### src/rtl/brf_pkg.sv
// shared types and constants for the byte ring fifo
`default_nettype none

package brf_pkg;

  localparam int unsigned DATA_W       = 64;
  localparam int unsigned LEN_W        = 4;
  localparam int unsigned LVL_W        = 12;
  localparam int unsigned TOT_W        = 64;
  localparam int unsigned CFG_W        = 4;
  localparam int unsigned BYTES_MAX    = 8;
  localparam int unsigned MIN_CAP_LOG2 = 10;
  localparam int unsigned CFG_RESET    = 12;
  localparam int unsigned IDX_W        = 3;

  typedef enum logic [1:0] {
    OP_WRITE  = 2'd0,
    OP_READ   = 2'd1,
    OP_PEEK   = 2'd2,
    OP_TOTALS = 2'd3
  } brf_op_t;

  typedef enum logic [2:0] {
    ST_IDLE,
    ST_EVAL,
    ST_WRITE,
    ST_READ,
    ST_DRAIN,
    ST_FINISH
  } brf_state_t;

  typedef struct packed {
    logic [1:0]        operation;
    logic [LEN_W-1:0]  length;
    logic [DATA_W-1:0] write_data;
  } brf_in_t;

  typedef struct packed {
    logic              status;
    logic [DATA_W-1:0] read_data;
    logic [LEN_W-1:0]  moved_count;
    logic [LVL_W-1:0]  fill_level;
    logic [LVL_W-1:0]  free_space;
    logic [TOT_W-1:0]  written_total;
    logic [TOT_W-1:0]  read_total;
  } brf_out_t;

  typedef struct packed {
    logic latch;
    logic eval;
    logic wr_byte;
    logic rd_issue;
    logic commit;
    logic load_out;
  } brf_cmd_t;

  typedef struct packed {
    brf_op_t op;
    logic    ok;
    logic    last;
    logic    out_free;
  } brf_sts_t;

endpackage

`default_nettype wire

### src/rtl/brf_ctrl.sv
// controller state machine: sequences one item through check, byte moves and result
`default_nettype none

module brf_ctrl (
  input  wire               clk,
  input  wire               rst,
  input  wire               in_valid,
  output logic              in_ready,
  input  brf_pkg::brf_sts_t sts,
  output brf_pkg::brf_cmd_t cmd
);
  import brf_pkg::*;

  brf_state_t state;
  brf_state_t state_next;

  always_ff @(posedge clk) begin
    if (rst) begin
      state <= ST_IDLE;
    end else begin
      state <= state_next;
    end
  end

  always_comb begin
    state_next = state;
    cmd        = '0;
    in_ready   = 1'b0;
    unique case (state)
      ST_IDLE: begin
        in_ready = 1'b1;
        if (in_valid) begin
          cmd.latch  = 1'b1;
          state_next = ST_EVAL;
        end
      end
      ST_EVAL: begin
        cmd.eval = 1'b1;
        priority if (sts.op == OP_TOTALS || !sts.ok) begin
          state_next = ST_FINISH;
        end else if (sts.op == OP_WRITE) begin
          state_next = ST_WRITE;
        end else begin
          state_next = ST_READ;
        end
      end
      ST_WRITE: begin
        cmd.wr_byte = 1'b1;
        if (sts.last) begin
          cmd.commit = 1'b1;
          state_next = ST_FINISH;
        end
      end
      ST_READ: begin
        cmd.rd_issue = 1'b1;
        if (sts.last) begin
          state_next = ST_DRAIN;
        end
      end
      ST_DRAIN: begin
        // last read byte lands this cycle
        cmd.commit = 1'b1;
        state_next = ST_FINISH;
      end
      ST_FINISH: begin
        if (sts.out_free) begin
          cmd.load_out = 1'b1;
          state_next   = ST_IDLE;
        end
      end
      default: begin
        state_next = ST_IDLE;
      end
    endcase
  end

endmodule

`default_nettype wire

### config.mk
export PLATFORM = sky130hd
export DESIGN_NAME = brf_ctrl
export DESIGN_NICKNAME = d
export VERILOG_FILES = /design/src/rtl/brf_pkg.sv /design/src/rtl/brf_ctrl.sv
export SDC_FILE = /design/constraint.sdc
export NUM_CORES = 1
export LEC_CHECK = 0
export CAP_MARGIN = 20
export CELL_PAD_IN_SITES_DETAIL_PLACEMENT = 1
export CELL_PAD_IN_SITES_GLOBAL_PLACEMENT = 1
export CORE_AREA = 2 2 39 41
export DETAILED_ROUTE_END_ITERATION = 6
export DIE_AREA = 0 0 41 43
export DONT_BUFFER_PORTS = 1
export GPL_ROUTABILITY_DRIVEN = 0
export PLACE_DENSITY_LB_ADDON = 0.1
export SYNTH_ARGS = -nofsm -noshare
export SYNTH_HDL_FRONTEND = slang
export SYNTH_SLANG_ARGS = --single-unit
### constraint.sdc
create_clock -name clk -period 3.3 [get_ports clk]
set_input_delay 0.33 -clock clk [delete_from_list [all_inputs] [get_ports clk]]
set_output_delay 0.33 -clock clk [all_outputs]
set_load 0.02 [all_outputs]
# Word level (Yosys, flattened, before mapping)
# Cells that the tools add are included.
dict set report totals {
  in_bits 8
  regBits 3
  elab_cells 33
  latchBits 0
  mem_bits_ro 0
  mem_count 0
  mem_bits_rw 0
}
dict set report classes {
  muxes 17
  order_cmp 0
  bitwise 0
  eq_ne 10
  div_mod_pow 0
  n_reduce_logical 5
  n_mul 0
  addsub 0
  n_shift 0
}
# cell n
set ops {}
lappend ops {{one-hot mux 3 bit (6 select lines)} 1}
lappend ops {{2-to-1 mux 3 bit} 5}
lappend ops {{2-to-1 mux 1 bit} 10}
lappend ops {{!= test 2 bit (second input constant)} 4}
lappend ops {{== test 3 x 2 -> 1 bit (second input constant)} 2}
lappend ops {{== test 3 bit (second input constant)} 2}
lappend ops {{AND reduction 4 bit} 1}
lappend ops {{== test 3 x 1 -> 1 bit (second input constant)} 1}
lappend ops {{logical NOT 3 bit} 1}
lappend ops {{== test 2 bit (second input constant)} 1}
lappend ops {{logical NOT 2 bit} 1}
lappend ops {{one-hot mux 1 bit (2 select lines)} 1}
lappend ops {{logical NOT 1 bit} 1}
lappend ops {{logical OR 1 bit} 1}

# Logic depth before layout (Yosys ltp)
# Gate-level depths: netlist of run 1.
dict set report depth {
  ltp_word 4
  mapped_depth 4
}

# Least setup slack after synthesis of run 1
# Ideal clock, no wire load.
dict set report synth_timing {
  kind {reg2out}
  start {reg state[1]}
  end {out cmd[5] in the netlist's numbering}
  setup_slack_ps 1696
  stages_incl_launch_ff 4
  t_required_ps 2970
  arrival_time_ps 1274
  n_path_buf 1
  cell_sequence {dfxtp_1 buf_2 nor3_1 and2_1}
}
# element line
set synth_rtl {}
lappend synth_rtl {{start, declared} brf_ctrl.sv:14} ;# brf_state_t state;
lappend synth_rtl {{start signal, assigned} brf_ctrl.sv:21} ;# state <= state_next;
lappend synth_rtl {{end, declared} brf_ctrl.sv:10} ;# output brf_pkg::brf_cmd_t cmd

==> load_flow_metrics.sql, run 1 <==
INSERT INTO impl_metrics (metric_group, metric, value, unit) VALUES
('finish', 'area_growth', '11.9', '%'),
('critical_path', 'critPathMaxFanout', '10', ''),
('power', 'internal_power', '102', 'uW'),
('critical_path', 'reg2reg_setup_slack', '2.00', 'ns'),
('timing', 'fin_tns_setup', '0', 'ns'),
('synthesis', 'ys_top_cells_by_count', 'dfxtp_1, nand2_1, nor2_1', ''),
('critical_path', 'worst_setup_sp_type', 'flip-flop', ''),
('placement', 'place.detailed.hpwl', '522', 'um'),
('critical_path', 'worstReg2RegEnd', 'state[1]', ''),
('global_route', 'grt_start_max_net_pins', '13', ''),
('critical_path', 'data_required_time_at_the_worst_endpoint', '2.97', 'ns'),
('timing', 'finalClockSkew', '0.000381', 'ns'),
('synthesis', 'ys_types', '23', ''),
('power', 'power.switching_fraction', '35.6', '%'),
('critical_path', 'timing.critical_path.arrival', '1.59', 'ns'),
('synthesis', 'post_synth_top_area_share', '23.8', '%'),
('job', 'cap_violations', '0', ''),
('floorplan', 'die_w', '41', 'um'),
('power', 'max-vdd-ir-drop', '0.163', 'mV'),
('hold_path', 'hold_depth', '1', ''),
('timing', 'final.period_utilization', '58.1', '%'),
('placement', 'numPortBuffers', '0', ''),
('route', 'wire_per_inst', '13.2', 'um'),
('synthesis', 'synth.yosys.warnings', '0', ''),
('timing', 'timing.fmax', '521', 'MHz'),
('hold_path', 'worstHoldEndpoint', 'state[0]', ''),
('finish', 'design.final.nets', '43', ''),
('power', 'cellPowerDensity', '561', 'nW/um^2'),
('finish', 'largest_register_ff_count', '3', ''),
('finish', 'layout_cells_sized_above_1', '26.5', '%'),
('clocking', 'post_cts_resize_count', '0', ''),
('power', 'clkPwrFrac', '39.8', '%'),
('critical_path', 'setup.worst_path.end_class', 'primary output', ''),
('floorplan', 'design.die.area', '1760', 'sq um'),
('placement', 'placedInstanceArea', '256', 'sq um'),
('global_route', 'grt_antenna_before_repair', '0', ''),
('clocking', 'clkSlewWorstSetupHoldPaths', '0.03', 'ns'),
('finish', 'diodes', '0', ''),
('route', 'overall_via_count_from_detail_route', '245', ''),
('synthesis', 'synth_fp_nets', '40', ''),
('timing', 'slew_headroom', '53.2', '%'),
('critical_path', 'reg2reg_from', 'state[0]', ''),
('synthesis', 'synth_edf_count', '0', ''),
('clocking', 'cts_inserted_buffers', '3', ''),
('global_route', 'first_global_vias', '273', ''),
('floorplan', 'start_util', '18.3', '%'),
('finish', 'largest-register', 'state', ''),
('timing', 'period_needed', '1.92', 'ns'),
('floorplan', 'die-height', '43', 'um'),
('synthesis', 'post_synthesis_mean_instance_area', '7.90', 'sq um'),
('route', 'route.final.wire_length', '660', 'um'),
('route', 'post-route-drc-count', '0', ''),
('finish', 'fin_area', '283', 'sq um'),
('hold_path', 'hold_path.startpoint', 'rst', ''),
('critical_path', 'rr_worst_depth', '3', ''),
('clocking', 'clock_tree.root_cell', 'clkbuf_4', ''),
('synthesis', 'async_reset_ff_share', '0', '%'),
('clocking', 'clk-insertion-delay-late', '0.23', 'ns'),
('floorplan', 'pin_count', '15', ''),
('synthesis', 'postSynth.topFlopCell', 'dfxtp_1', ''),
('synthesis', 'synth_area_leader_cell', 'dfxtp_1', ''),
('outcome', 'outcome', 'complete, no violations', ''),
('route', 'drt_first_iter_violations', '5', ''),
('floorplan', 'core', '1380', 'sq um'),
('global_route', 'first_pass_grt_wire_length', '1.11', 'mm'),
('power', 'power.share.sequential', '32.9', '%'),
('route', 'detail_route.first_pass.iterations', '4', ''),
('clocking', 'cts-htree-levels', '1', ''),
('critical_path', 'timing.setup.critical_path_class', 'flip-flop to primary output', ''),
('clocking', 'cts_num_sinks', '3', ''),
('global_route', 'grt-ovfl-total', '0', '');
==> kinds of logic after synthesis <==
kind of cell / count (synthesis) / share of synthesized area [%]
flops: 3 / 23.8
mux: 1 / 4.46
buf+inv: 4 / 10.4
compound gates: 7 / 19.8
simple gates: 17 / 41.6
==> cells in the final DEF, fill, tap and decap left out, types with 2 or more instances in the layout <==
master	count
dfxtp_1	3
and3_2	2
clkbuf_4	3
a31oi_1	2
nand2_1	3
nor3_1	2
nor2_1	3
==> power groups by stage <==
| stage | logic [uW] | clock network [uW] | registers (uW) |
|---|---|---|---|
| 6_report | 43.3 | 63.2 | 52.2 |
| 3_3_place_gp | 44.6 | 0 | 52.8 |
| 2_1_floorplan | 48.8 | 0 | 45.1 |
| 4_1_cts | 44.4 | 67.2 | 52.4 |
| 3_5_place_dp | 44.0 | 0 | 53.0 |
| 5_1_grt | 49.0 | 72.0 | 54.2 |
==> final cells by class <==
| class | instances | area (sq um) |
|---|---|---|
| flip-flops and latches | 3 | 60.1 |
| inverters | 2 | 10.0 |
| clock buffers | 4 | 26.3 |
| multi-input cells | 25 | 166 |
| fillers | 175 | 1100 |
| well taps | 16 | 20.0 |
==> how the worst max path moves through the flow <==
stage	slack, ns	from	cells after the start	end
2_1_floorplan	1.70	state[1]	3	cmd[5]
3_3_place_gp	1.62	state[1]	3	cmd[1]
3_5_place_dp	1.62	state[0]	2	cmd[5]
4_1_cts	1.36	state[0]	2	cmd[5]
5_1_grt	1.26	state[1]	3	cmd[1]
6_report	1.38	state[0]	2	cmd[5]
==> routing by layer <==
| metal | track usage, % | part of all wire (%) | vias up | routed length (um) |
|---|---|---|---|---|
| met3 | 6.81 | 13 | 0 | 83 |
| met2 | 12.2 | 45 | 15 | 295 |
| met1 | 12.2 | 43 | 108 | 281 |
| met4 | 6.00 | 0 | 0 | 0 |
| met5 | 0 | 0 | - | 0 |
| li1 | - | - | 122 | - |
==> critical path, stage by stage (launching register included) <==
cell and delay [ns]:
dfxtp_1 0.40, nor3_1 0.62, and2_1 0.34
==> per-stage QoR <==
| step | instances | setup slack, ns | util, % | hold slack [ns] |
|---|---|---|---|---|
| after global placement | 46 | 1.62 | 18.5 | 0.403 |
| after CTS | 50 | 1.36 | 20.4 | 0.159 |
| final | 50 | 1.38 | 20.4 | 0.166 |
| after detailed placement | 46 | 1.62 | 18.5 | 0.402 |
| after floorplan | 32 | 1.70 | - | 0.399 |
| after global routing | 50 | 1.26 | 20.4 | 0.154 |
Power figures use the tool's default switching activity.
==> inputs of run 2 (changes only) <==
--- a/config.mk
+++ b/config.mk
@@ -5,6 +5,7 @@
 export SDC_FILE = /design/constraint.sdc
 export NUM_CORES = 1
 export LEC_CHECK = 0
+export ABC_AREA = 1
 export CAP_MARGIN = 20
 export CELL_PAD_IN_SITES_DETAIL_PLACEMENT = 1
 export CELL_PAD_IN_SITES_GLOBAL_PLACEMENT = 1
==> constraint.sdc (replaced) <==
create_clock -name clk -period 1.6 [get_ports clk]
set_input_delay 0.16 -clock clk [delete_from_list [all_inputs] [get_ports clk]]
set_output_delay 0.16 -clock clk [all_outputs]
set_load 0.02 [all_outputs]
==> load_flow_metrics.sql, run 2 <==
INSERT INTO impl_metrics (metric_group, metric, value, unit) VALUES
('outcome', 'outcome', 'complete, no violations', ''),
('critical_path', 'setup.worst_path.end_class', 'primary output', ''),
('floorplan', 'die-height', '43', 'um'),
('job', 'cap_violations', '0', ''),
('critical_path', 'critPathMaxFanout', '7', ''),
('global_route', 'first_pass_grt_wire_length', '1.24', 'mm'),
('critical_path', 'longest_individual_stage_delay_on_the_worst_path', '0.35', 'ns'),
('synthesis', 'synthesis.instances', '46', ''),
('critical_path', 'rr_worst_depth', '7', ''),
('timing', 'final.period_utilization', '86.7', '%'),
('clocking', 'cts_tree', 'done', ''),
('critical_path', 'reg2reg_from', 'state[2]', ''),
('clocking', 'cts.hold.buffers_added', '1', ''),
('finish', 'largest-register', 'state', ''),
('placement', 'numPortBuffers', '0', ''),
('hold_path', 'hp-class', 'input pin to flip-flop', ''),
('clocking', 'post_cts_resize_count', '0', ''),
('route', 'drt_first_iter_violations', '0', ''),
('synthesis', 'synth.yosys.warnings', '0', ''),
('synthesis', 'seq_total_area_yosys', '22.1', '%'),
('finish', 'fin_area', '350', 'sq um'),
('critical_path', 'cells_along_the_critical_path', 'nor2_2 -> nand2_1 -> nor2_1', ''),
('critical_path', 'worst_path_max_delay_cell', 'dfxtp_1', ''),
('timing', 'finalClockSkew', '0.000759', 'ns'),
('synthesis', 'synth_edf_count', '0', ''),
('clocking', 'clkSlewWorstSetupHoldPaths', '0.04', 'ns'),
('hold_path', 'hold_path.startpoint', 'sts[2]', ''),
('synthesis', 'synth_top_cells_by_area', 'dfxtp_1, nand2_1, nand3_1, inv_1, nand3_2', ''),
('power', 'leakage_power', '0.000181', 'uW'),
('floorplan', 'pin_count', '15', ''),
('timing', 'setup_viol_count_final', '0', ''),
('critical_path', 'timing.setup.critical_path_class', 'flip-flop to primary output', ''),
('placement', 'place.detailed.hpwl', '668', 'um'),
('critical_path', 'timing.critical_path.arrival', '1.23', 'ns'),
('critical_path', 'worst_setup_sp_type', 'flip-flop', ''),
('route', 'wire_per_inst', '10.7', 'um'),
('global_route', 'grt-ovfl-total', '0', ''),
('timing', 'hold_violations', '0', ''),
('finish', 'design.final.nets', '63', ''),
('hold_path', 'worstHoldEndpoint', 'state[1]', ''),
('synthesis', 'postSynth.topFlopCell', 'dfxtp_1', ''),
('synthesis', 'leading_cell_type_by_number_of_instances_after_synthesis', 'nand2_1', ''),
('route', 'post-route-drc-count', '0', ''),
('critical_path', 'data_required_time_at_the_worst_endpoint', '1.44', 'ns'),
('power', 'internal_power', '327', 'uW'),
('clocking', 'cts.path.max_buffers', '2', ''),
('synthesis', 'postSynthRegisterBits', '3', ''),
('timing', 'fin_tns_setup', '0', 'ns'),
('finish', 'reg.largest.list', 'state (3)', ''),
('finish', 'mostFrequentLayoutCell', 'nand2_1', ''),
('floorplan', 'design.die.area', '1760', 'sq um'),
('floorplan', 'start_util', '19.6', '%'),
('route', 'route.final.wire_length', '746', 'um'),
('clocking', 'clock_tree.root_cell', 'clkbuf_4', ''),
('global_route', 'first_global_vias', '310', ''),
('clocking', 'cts_num_sinks', '3', ''),
('floorplan', 'die_w', '41', 'um'),
('synthesis', 'synth_area_leader_cell', 'dfxtp_1', ''),
('synthesis', 'ys_types', '13', ''),
('placement', 'placedInstanceArea', '314', 'sq um'),
('route', 'number_of_antenna_violating_nets_in_the_routed_design', '0', ''),
('floorplan', 'core', '1380', 'sq um'),
('critical_path', 'reg2reg_setup_slack', '0.48', 'ns'),
('clocking', 'clk-insertion-delay-late', '0.23', 'ns'),
('power', 'cellPowerDensity', '1940', 'nW/um^2'),
('timing', 'slew_headroom', '73.0', '%'),
('critical_path', 'critPathBufInv', '0', ''),
('finish', 'largest_register_ff_count', '3', ''),
('global_route', 'grt_start_max_net_pins', '8', ''),
('power', 'max-vdd-ir-drop', '0.455', 'mV'),
('critical_path', 'crit_family', 'simple AND/OR/NAND/NOR gates', ''),
('synthesis', 'async_reset_ff_share', '0', '%'),
('synthesis', 'synth_fp_nets', '54', ''),
('synthesis', 'syn_area', '272', 'sq um'),
('timing', 'tightestPinTransition', '0.403', 'ns'),
('finish', 'area_growth', '29.0', '%'),
('finish', 'layout_common_cells', 'nand2_1, inv_1, nand3_1', ''),
('synthesis', 'ys_top_cells_by_count', 'nand2_1, inv_1, nand3_1', ''),
('power', 'net-switching-power', '352', 'uW'),
('route', 'routed_via_density', '4.29', ''),
('power', 'power.share.sequential', '22.7', '%'),
('timing', 'timing.final.max_slew_violations', '0', ''),
('timing', 'timing.fmax', '721', 'MHz'),
('power', 'combinationalPowerShare', '58.1', '%'),
('clocking', 'cts-htree-levels', '1', ''),
('finish', 'diodes', '0', ''),
('route', 'overall_via_count_from_detail_route', '300', ''),
('finish', 'layout_cells_sized_above_1', '25.9', '%'),
('global_route', 'grt_antenna_before_repair', '0', ''),
('global_route', 'global_route.usage.total', '10.5', '%'),
('synthesis', 'post_synth_top_area_share', '22.1', '%'),
('power', 'clkPwrFrac', '19.2', '%'),
('route', 'detail_route.first_pass.iterations', '1', ''),
('timing', 'period_needed', '1.39', 'ns'),
('clocking', 'postCtsSetupBuffers', '0', ''),
('floorplan', 'num_rows', '14', ''),
('critical_path', 'worstReg2RegEnd', 'state[0]', ''),
('hold_path', 'hold_depth', '2', ''),
('power', 'power.switching_fraction', '51.8', '%'),
('timing', 'unrepaired_setup_endpoints_after_global_routing', 'false', ''),
('synthesis', 'post_synthesis_mean_instance_area', '5.90', 'sq um'),
('clocking', 'cts_inserted_buffers', '3', '');
==> run 2: metrics by stage <==
stage	util, %	worst slack, ns	total power (uW)	hold WS [ns]	instances
detailed placement	22.7	0.446	554	0.232	65
global route	25.3	0.104	746	0.0921	70
finish	25.3	0.212	679	0.0904	70
CTS	25.3	0.192	696	0.0898	70
floorplan	-	0.405	450	0.229	46
global placement	22.7	0.487	549	0.231	65
==> run 2: per-layer routing <==
layer	part of all wire [%]	vias to the layer above	wire length (um)	track usage, %
met5	0	-	0	0
met4	0	0	0	8.00
met3	2.7	0	20	1.57
met2	56	4	418	16.3
met1	41	134	307	12.2
li1	-	162	-	-
==> run 2: power groups by stage <==
stage	Combinational, uW	Clock (uW)	Sequential (uW)
after floorplan	306	0	144
after global placement	395	0	154
after detailed placement	400	0	155
after CTS	404	138	154
after global routing	442	143	160
final	395	130	154
==> run 2: kinds of logic after synthesis <==
kind of cell,synth area share (%)
AOI/OAI and AO/OA,7.37
and+or+nand+nor,55.3
buffers and inverters,15.2
DFF,22.1
==> run 2: worst max path at each step <==
stage              from     end  slack [ns]  cells past startpoint
4_1_cts        state[0]  cmd[5]        0.19                      3
3_5_place_dp   state[0]  cmd[5]        0.45                      3
3_3_place_gp   state[0]  cmd[5]        0.49                      3
6_report       state[0]  cmd[5]        0.21                      3
2_1_floorplan  state[2]  cmd[1]        0.40                      3
5_1_grt        state[0]  cmd[1]        0.10                      4
==> run 2: area by class of cell <==
cell class	instances	area (sq um)
clock buffer	4	26.3
fill	191	1030
inverter	11	41.3
multi-input combinational	32	170
sequential	3	60.1
tap	16	20.0
timing repair buffer	4	32.5
==> run 2: worst reg2reg max path, delay by kind of cell (launching register included) <==
family,cells,cell delay (ns)
and+or+nand+nor,5,0.40
buffers and inverters,2,0.15
DFF,1,0.46
